===== src/pump_moisture_run_lockout_control_assert.svh =====
// assertion macros for the pump run and lockout controller
`ifndef PUMP_MOISTURE_RUN_LOCKOUT_CONTROL_ASSERT_SVH
`define PUMP_MOISTURE_RUN_LOCKOUT_CONTROL_ASSERT_SVH

// consequence in the same cycle
`define PMRLC_ASSERT_NOW(label, clk, rst_n, ante, cons) \
    label: assert property (@(posedge clk) disable iff (!rst_n) (ante) |-> (cons)) \
        else $error("pmrlc check failed");

// consequence in the next cycle
`define PMRLC_ASSERT_NEXT(label, clk, rst_n, ante, cons) \
    label: assert property (@(posedge clk) disable iff (!rst_n) (ante) |=> (cons)) \
        else $error("pmrlc check failed");

`endif


===== src/pmrlc_pkg.sv =====
`default_nettype none

package pmrlc_pkg;

    localparam int CHANNELS_DEF = 4;

    localparam int CH_W    = 2;
    localparam int MOIST_W = 7;
    localparam int SEC_W   = 16;
    localparam int CD_W    = 18;
    localparam int OUT_CD_W = 17;

    localparam int IN_TDATA_W  = 16;
    localparam int OUT_TDATA_W = 24;
    localparam int CFG_IDX_W   = 2;

    localparam logic [MOIST_W-1:0] LOW_MOIST_RST  = 7'd60;
    localparam logic [MOIST_W-1:0] HIGH_MOIST_RST = 7'd90;
    localparam logic [SEC_W-1:0]   MAX_RUN_RST    = 16'd300;
    localparam logic [SEC_W-1:0]   LOCKOUT_RST    = 16'd60;

    typedef enum logic [CFG_IDX_W-1:0] {
        CFG_LOW_MOIST  = 2'd0,
        CFG_HIGH_MOIST = 2'd1,
        CFG_MAX_RUN    = 2'd2,
        CFG_LOCKOUT    = 2'd3
    } t_cfg_idx;

endpackage

`default_nettype wire


===== src/pump_moisture_run_lockout_control.sv =====
`default_nettype none

// Pump run and lockout controller. Each input word is a one-second tick for one
// pump channel and gives exactly one result word for that channel. A tick waits in
// an input register and moves to the result register once the output is free; a new
// tick is taken every cycle while the output does not stall. The channel state is read
// and written back in the single cycle that the tick moves on, so ticks of the same
// channel may follow back to back. Ticks for a channel at or above CHANNELS leave all
// state alone and report zero pump, lockout and countdown fields. Registers should be written
// only while no tick is in flight.

`include "pump_moisture_run_lockout_control_assert.svh"

module pump_moisture_run_lockout_control
    import pmrlc_pkg::*;
#(
    parameter int CHANNELS = CHANNELS_DEF
) (
    input  wire                      i_clk,
    input  wire                      i_rst_n,
    input  wire                      i_cfg_valid,
    output logic                     o_cfg_ready,
    input  wire  [CFG_IDX_W-1:0]     i_cfg_index,
    input  wire  [SEC_W-1:0]         i_cfg_data,
    input  wire                      s_axis_tvalid,
    output logic                     s_axis_tready,
    // channel[1:0], moisture[8:2], schedule_hit[9], manual_on[10], zero pad
    input  wire  [IN_TDATA_W-1:0]    s_axis_tdata,
    // auto_mode[0]
    input  wire                      s_axis_tuser,
    output logic                     m_axis_tvalid,
    input  wire                      m_axis_tready,
    // out_channel[1:0], pump_on[2], in_lockout[3], countdown[20:4], zero pad
    output logic [OUT_TDATA_W-1:0]   m_axis_tdata
);

    logic [MOIST_W-1:0] r_low_moist;
    logic [MOIST_W-1:0] r_high_moist;
    logic [SEC_W-1:0]   r_max_run;
    logic [SEC_W-1:0]   r_lockout;

    logic                r_in_vld;
    logic [CH_W-1:0]     r_in_ch;
    logic [MOIST_W-1:0]  r_in_moist;
    logic                r_in_auto;
    logic                r_in_sched;
    logic                r_in_man;

    logic                  r_out_vld;
    logic [CH_W-1:0]       r_out_ch;
    logic                  r_out_pump;
    logic                  r_out_lock;
    logic [OUT_CD_W-1:0]   r_out_cd;

    logic [CHANNELS-1:0]      r_pump;
    logic [CHANNELS-1:0]      r_cyc;
    logic [CHANNELS-1:0]      r_sched;
    logic signed [CD_W-1:0]   r_cd [CHANNELS];

    logic adv;
    logic step;
    logic in_range;

    logic                   cur_pump, cur_cyc, cur_sched;
    logic signed [CD_W-1:0] cur_cd;
    logic                   n_pump, n_cyc, n_sched;
    logic signed [CD_W-1:0] n_cd;
    logic signed [CD_W-1:0] cd_dec;
    logic [CD_W:0]          reload_sum;

    assign o_cfg_ready   = 1'b1;
    assign adv           = !r_out_vld || m_axis_tready;
    assign step          = r_in_vld && adv;
    assign s_axis_tready = !r_in_vld || adv;
    assign in_range      = (32'(r_in_ch) < CHANNELS);

    always_ff @(posedge i_clk) begin
        if (!i_rst_n) begin
            r_low_moist  <= LOW_MOIST_RST;
            r_high_moist <= HIGH_MOIST_RST;
            r_max_run    <= MAX_RUN_RST;
            r_lockout    <= LOCKOUT_RST;
        end else if (i_cfg_valid) begin
            unique case (t_cfg_idx'(i_cfg_index))
                CFG_LOW_MOIST:  r_low_moist  <= i_cfg_data[MOIST_W-1:0];
                CFG_HIGH_MOIST: r_high_moist <= i_cfg_data[MOIST_W-1:0];
                CFG_MAX_RUN:    r_max_run    <= i_cfg_data;
                CFG_LOCKOUT:    r_lockout    <= i_cfg_data;
                default: ;
            endcase
        end
    end

    // input register
    always_ff @(posedge i_clk) begin
        if (!i_rst_n) begin
            r_in_vld <= 1'b0;
        end else if (s_axis_tready) begin
            r_in_vld <= s_axis_tvalid;
        end
        if (s_axis_tready && s_axis_tvalid) begin
            r_in_ch    <= s_axis_tdata[1:0];
            r_in_moist <= s_axis_tdata[8:2];
            r_in_sched <= s_axis_tdata[9];
            r_in_man   <= s_axis_tdata[10];
            r_in_auto  <= s_axis_tuser;
        end
    end

    // channel state select
    always_comb begin
        cur_pump  = 1'b0;
        cur_cyc   = 1'b0;
        cur_sched = 1'b0;
        cur_cd    = '0;
        for (int i = 0; i < CHANNELS; i++) begin
            if (32'(r_in_ch) == i) begin
                cur_pump  = r_pump[i];
                cur_cyc   = r_cyc[i];
                cur_sched = r_sched[i];
                cur_cd    = r_cd[i];
            end
        end
    end

    // tick update
    always_comb begin
        n_pump  = cur_pump;
        n_cyc   = cur_cyc;
        n_sched = cur_sched;
        if (r_in_auto) begin
            if (cur_cd < 0) begin
                n_pump = 1'b0;
            end
            if (r_in_moist <= r_low_moist) begin
                if (!cur_cyc) begin
                    n_cyc  = 1'b1;
                    n_pump = 1'b1;
                end
            end else if (r_in_moist >= r_high_moist) begin
                n_pump = 1'b0;
            end else if (cur_sched) begin
                if (!cur_cyc) begin
                    n_cyc  = 1'b1;
                    n_pump = 1'b1;
                end
                n_sched = 1'b0;
            end
        end else begin
            n_pump = r_in_man;
        end
        cd_dec     = n_cyc ? (cur_cd - CD_W'(1)) : cur_cd;
        // countdown plus lockout below zero means past the lockout window
        reload_sum = {cd_dec[CD_W-1], cd_dec} + {{(CD_W+1-SEC_W){1'b0}}, r_lockout};
        n_cd       = cd_dec;
        if (reload_sum[CD_W]) begin
            n_cyc = 1'b0;
            n_cd  = $signed({{(CD_W-SEC_W){1'b0}}, r_max_run});
        end
        if (r_in_sched) begin
            n_sched = 1'b1;
        end
    end

    always_ff @(posedge i_clk) begin
        if (!i_rst_n) begin
            r_pump  <= '0;
            r_cyc   <= '0;
            r_sched <= '0;
            for (int i = 0; i < CHANNELS; i++) begin
                r_cd[i] <= $signed({{(CD_W-SEC_W){1'b0}}, MAX_RUN_RST});
            end
        end else if (step && in_range) begin
            for (int i = 0; i < CHANNELS; i++) begin
                if (32'(r_in_ch) == i) begin
                    r_pump[i]  <= n_pump;
                    r_cyc[i]   <= n_cyc;
                    r_sched[i] <= n_sched;
                    r_cd[i]    <= n_cd;
                end
            end
        end
    end

    // result register
    always_ff @(posedge i_clk) begin
        if (!i_rst_n) begin
            r_out_vld <= 1'b0;
        end else if (adv) begin
            r_out_vld <= r_in_vld;
        end
        if (step) begin
            r_out_ch <= r_in_ch;
            if (in_range) begin
                r_out_pump <= n_pump;
                r_out_lock <= n_cyc && n_cd[CD_W-1];
                r_out_cd   <= n_cd[OUT_CD_W-1:0];
            end else begin
                r_out_pump <= 1'b0;
                r_out_lock <= 1'b0;
                r_out_cd   <= '0;
            end
        end
    end

    assign m_axis_tvalid = r_out_vld;
    assign m_axis_tdata  = {{(OUT_TDATA_W-OUT_CD_W-CH_W-2){1'b0}},
                            r_out_cd, r_out_lock, r_out_pump, r_out_ch};

    `PMRLC_ASSERT_NEXT(a_in_held, i_clk, i_rst_n, r_in_vld && !adv, r_in_vld)
    `PMRLC_ASSERT_NOW(a_lock_neg, i_clk, i_rst_n, r_out_vld && r_out_lock, r_out_cd[OUT_CD_W-1])
    `PMRLC_ASSERT_NOW(a_oor_zero, i_clk, i_rst_n, r_out_vld && (32'(r_out_ch) >= CHANNELS), !r_out_pump && !r_out_lock && (r_out_cd == '0))
    `PMRLC_ASSERT_NOW(a_cd_floor, i_clk, i_rst_n, 1'b1, r_cd[0] >= -65536)

endmodule

`default_nettype wire


===== config.mk =====
export PLATFORM = sky130hd
export DESIGN_NAME = pump_moisture_run_lockout_control
export DESIGN_NICKNAME = d
export VERILOG_FILES = /design/src/pmrlc_pkg.sv /design/src/pump_moisture_run_lockout_control.sv
export VERILOG_INCLUDE_DIRS = /design/src /design/src/src
export SDC_FILE = /design/constraint.sdc
export NUM_CORES = 1
export LEC_CHECK = 0
export BUFFER_PORTS_ARGS = -buffer_cell sky130_fd_sc_hd__buf_2
export CAP_MARGIN = 40
export CORE_UTILIZATION = 54
export CTS_BUF_LIST = sky130_fd_sc_hd__clkbuf_16
export DETAILED_ROUTE_END_ITERATION = 7
export PLACE_DENSITY = 0.71
export SYNTH_ARGS = -nofsm -noshare
export SYNTH_HDL_FRONTEND = slang
export SYNTH_SLANG_ARGS = --single-unit

===== constraint.sdc =====
create_clock -name i_clk -period 17.1 [get_ports i_clk]
set_input_delay 2.565 -clock i_clk [delete_from_list [all_inputs] [get_ports i_clk]]
set_output_delay 2.565 -clock i_clk [all_outputs]
set_load 0.02 [all_outputs]

==> results_tabular.tex <==
\begin{tabular}{lr}
\hline
Metric & Value \\
\hline
\multicolumn{2}{l}{\textbf{GRT}} \\
First-pass GRT wire length & 27430 um \\
Via count of the first global-routing pass & 5341 \\
Maximum number of pins on one net before global-route repair & 55 \\
Remaining global-route overflow & 0 \\
Number of antenna violations at the first check in global routing & 0 \\
Global-route total usage across every layer & 0.2493 \\
\multicolumn{2}{l}{\textbf{Timing}} \\
Maximum frequency from static timing analysis & 142.6 MHz \\
Post-route setup slack & 10090 ps \\
Worst slew slack as a fraction of its limit & 0.3828 \\
Transition time of the tightest slew-check pin & 917.9 ps \\
Clock skew after layout & 8.452 ps \\
Final setup fails & 0 \\
Sum of negative setup slack & 0 ps \\
Setup repair after global routing missed its margin & false \\
Count of final max-slew check failures & 0 \\
Hold violation count in the final report & 0 \\
Portion of the clock cycle consumed by the worst path in the final layout & 0.4101 \\
Shortest period the worst path allows & 7013 ps \\
Fin Hold WS & 463.6 ps \\
\multicolumn{2}{l}{\textbf{Min path}} \\
Min-Delay Startpoint & r\_max\_run[11] \\
Path category of the worst min-delay check & register to register \\
\multicolumn{2}{l}{\textbf{Clocking}} \\
Post-CTS Repair Setup Buffers & 0 \\
Maximum root-to-sink buffer count & 2 \\
Number of hold buffers added after CTS & 0 \\
Clock slew seen by the registers of the worst setup and hold paths & 60 ps \\
Root buffer selected by CTS & sky130\_fd\_sc\_hd\_\_clkbuf\_16 \\
Clock Latency Late Sink & 440 ps \\
Clock buffers created by TritonCTS & 17 \\
Resize count post-CTS & 0 \\
H-tree depth & 4 \\
CTS sink cnt & 165 \\
CTS tree & yes \\
\multicolumn{2}{l}{\textbf{Die}} \\
Top-level I/O count & 67 \\
Effective utilization at floorplan & 0.5603 \\
Count of standard-cell rows & 43 \\
Die area & 15110 sq um \\
Core Box Area & 14100 sq um \\
Die X & 122.9 um \\
Die Span Y & 122.9 um \\
\multicolumn{2}{l}{\textbf{Yosys}} \\
Count of flip-flops with a built-in enable after synthesis & 105 \\
Top cell type by total area after synthesis & sky130\_fd\_sc\_hd\_\_edfxtp\_1 \\
Flip-flop cell with the highest count after synthesis & sky130\_fd\_sc\_hd\_\_edfxtp\_1 \\
Number of instances in the synthesized netlist & 720 \\
Syn. warnings & 0 \\
Synth area leaders & sky130\_fd\_sc\_hd\_\_edfxtp\_1 40\%, sky130\_fd\_sc\_hd\_\_dfxtp\_1 15\%, sky130\_fd\_sc\_hd\_\_mux4\_2 5.4\% \\
Synth top area share & 0.3992 \\
Share of flip-flops with an asynchronous set or reset & 0 \\
Average cell area after synthesis & 10.97 sq um \\
Synth cell types & 55 \\
Sequential share of the synthesized area & 0.5513 \\
Post-synth design cell area & 7898 sq um \\
Number of register bits inferred by synthesis & 165 \\
\multicolumn{2}{l}{\textbf{Setup path}} \\
Crit start category & register \\
RR Startpoint & r\_in\_ch[0] \\
Flop-to-flop setup slack & 10090 ps \\
Nature of the critical path endpoint & register \\
Number of cells traversed by the worst register-to-register path & 21 \\
Data arrival time of the critical path & 7180 ps \\
Endpoint required time on the critical path & 17260 ps \\
Highest net fanout along the worst path & 30 \\
R2R Path End & r\_cd[1][4] \\
Launch point of the worst path & r\_in\_ch[0] \\
CP Capture Point & r\_cd[1][4] \\
Type of the worst setup path & register to register \\
\multicolumn{2}{l}{\textbf{Power and ir drop}} \\
PwrDens & 102.8 nW/um\^{}2 \\
Maximum VDD drop & 0.00007358 V \\
Leakage dissipation & 0.003409 uW \\
\multicolumn{2}{l}{\textbf{Routing}} \\
Detail-routed via count per cell & 5.766 \\
Count of antenna-violating nets left after detailed routing & 0 \\
DRT Pass-1 Iters & 5 \\
Final wirelength & 17110 um \\
Count of routing violations after the opening detailed-route iteration & 532 \\
Count of vias placed by the detailed router & 5524 \\
Routed len/inst & 17.86 um \\
Count of unresolved DRC violations after routing & 0 \\
\multicolumn{2}{l}{\textbf{Place}} \\
Routability cong. & 0.8122 \\
Half-perimeter wire length after detailed placement & 11910 um \\
Worst-case setup slack after placement & 10090 ps \\
Placed standard-cell area & 8312 sq um \\
Number of buffer cells added on primary ports & 57 \\
\multicolumn{2}{l}{\textbf{Cells and area}} \\
Non-Filler Cell Area, Final & 8876 sq um \\
Fraction of final layout cells with drive strength greater than 1 & 0.1684 \\
Ant. Diodes & 0 \\
Growth of design area from synthesis to finish & 12.39\% \\
Final \#Nets & 836 \\
\multicolumn{2}{l}{\textbf{Run status}} \\
Result of the run & completed \\
\multicolumn{2}{l}{\textbf{Run}} \\
Max-cap violation count & 0 \\
\hline
\end{tabular}
synth_stat cells, types with 8 or more instances:
cell                       instances
sky130_fd_sc_hd__a21boi_0         30
sky130_fd_sc_hd__a21oi_1          15
sky130_fd_sc_hd__a22o_1            8
sky130_fd_sc_hd__clkbuf_1         32
sky130_fd_sc_hd__dfxtp_1          60
sky130_fd_sc_hd__edfxtp_1        105
sky130_fd_sc_hd__ha_1             31
sky130_fd_sc_hd__inv_1            40
sky130_fd_sc_hd__mux4_2           19
sky130_fd_sc_hd__nand2_1         112
sky130_fd_sc_hd__nand2b_1         18
sky130_fd_sc_hd__nand3_1          13
sky130_fd_sc_hd__nor2_1           68
sky130_fd_sc_hd__nor2b_1           8
sky130_fd_sc_hd__nor3_1            9
sky130_fd_sc_hd__nor4_1           10
sky130_fd_sc_hd__o211ai_1          9
sky130_fd_sc_hd__o21ai_0          17
sky130_fd_sc_hd__o31a_1           12
sky130_fd_sc_hd__o31ai_1           8
sky130_fd_sc_hd__or2_2            14
power breakdown:
| part | leakage (uW) | switching, uW | internal, uW |
|---|---|---|---|
| clock network | 0.000279 | 156 | 213 |
| registers | 0.00149 | 5.63 | 441 |
| logic | 0.00164 | 62.6 | 34.3 |
| total | 0.00341 | 225 | 688 |
layer usage:
metal,track usage,share of wire
met4,0.1082,0.029
met3,0.05120,0.039
met5,0,0
met2,0.4263,0.51
met1,0.3053,0.42
state kept, by name, summed over array words and instances, names as in the netlist, 2 cells and up:
| register | flops |
|---|---|
| r_cd | 72 |
| r_out_cd | 17 |
| r_lockout | 16 |
| r_max_run | 16 |
| r_high_moist | 7 |
| r_in_moist | 7 |
| r_low_moist | 7 |
| r_cyc | 4 |
| r_pump | 4 |
| r_sched | 4 |
| r_in_ch | 2 |
| r_out_ch | 2 |
area by class of cell:
type,count,area [sq um]
Clock buffer,17,425.4
Clock inverter,15,138.9
Fill cell,1108,5220
Inverter,40,150.1
Multi-Input combinational cell,477,3219
Sequential cell,165,4354
Tap cell,180,225.2
Timing Repair Buffer,64,362.8
cells by family (layout without fill, tap and decap cells):
kind of cell    Yosys count  count (layout)  synth area share
other cells               2               4         0.0009509
buf+inv                  80             136           0.04198
mux                      28              28           0.06781
xor+xnor                  5               5          0.005545
flops                   165             165            0.5513
compound gates          122             122            0.1115
fa+ha+maj                31              31           0.04911
simple gates            287             287            0.1717
worst min-delay path by stage:
stage / cells after the start / slack, ps / end
2_1_floorplan: 2 / 420 / r_pump[2]
3_3_place_gp: 2 / 440 / r_pump[0]
3_5_place_dp: 2 / 450 / r_pump[1]
4_1_cts: 2 / 470 / r_pump[1]
5_1_grt: 2 / 500 / r_max_run[11]
6_report: 2 / 460 / r_max_run[11]
metrics by stage:
step             util  total power (uW)  instances
3_5_place_dp   0.5897             552.2        926
4_1_cts        0.6297             917.5        958
3_3_place_gp   0.5863             546.8        923
6_report       0.6297             912.8        958
5_1_grt        0.6297             945.3        958
2_1_floorplan       -             521.2        722
placed cells by master (no fill, tap or decap), drive strengths merged, types with 9 or more instances in the layout:
master / Yosys / routed
nor2: 68 / 68
a21boi: 30 / 30
o31a: 12 / 12
o21ai: 17 / 17
nand2: 112 / 112
buf: 8 / 64
inv: 40 / 45
mux4: 20 / 20
nand2b: 18 / 18
nand3: 13 / 13
clkbuf: 32 / 17
or2: 15 / 15
a21oi: 15 / 15
dfxtp: 60 / 60
o31ai: 9 / 9
ha: 31 / 31
edfxtp: 105 / 105
nor3: 9 / 9
o211ai: 9 / 9
nor4: 11 / 11
critical path, stage by stage (launching register included):
cell	delay, ps
sky130_fd_sc_hd__edfxtp_1	320
sky130_fd_sc_hd__buf_4	430
sky130_fd_sc_hd__mux4_1	730
sky130_fd_sc_hd__or3_1	390
sky130_fd_sc_hd__nor2_1	140
sky130_fd_sc_hd__nand3_1	380
sky130_fd_sc_hd__o31a_1	440
sky130_fd_sc_hd__or2_2	310
sky130_fd_sc_hd__ha_1	290
sky130_fd_sc_hd__nand4_1	120
sky130_fd_sc_hd__nor2_1	80
sky130_fd_sc_hd__a21oi_1	140
sky130_fd_sc_hd__o211ai_1	110
sky130_fd_sc_hd__nor2_1	100
sky130_fd_sc_hd__a21oi_1	70
sky130_fd_sc_hd__o32a_1	340
sky130_fd_sc_hd__ha_1	900
sky130_fd_sc_hd__inv_1	450
sky130_fd_sc_hd__nand2_1	160
sky130_fd_sc_hd__a31oi_1	60
sky130_fd_sc_hd__nor3_1	640
sky130_fd_sc_hd__nor2_1	120
No activity file was read; power rests on OpenSTA's default activity.
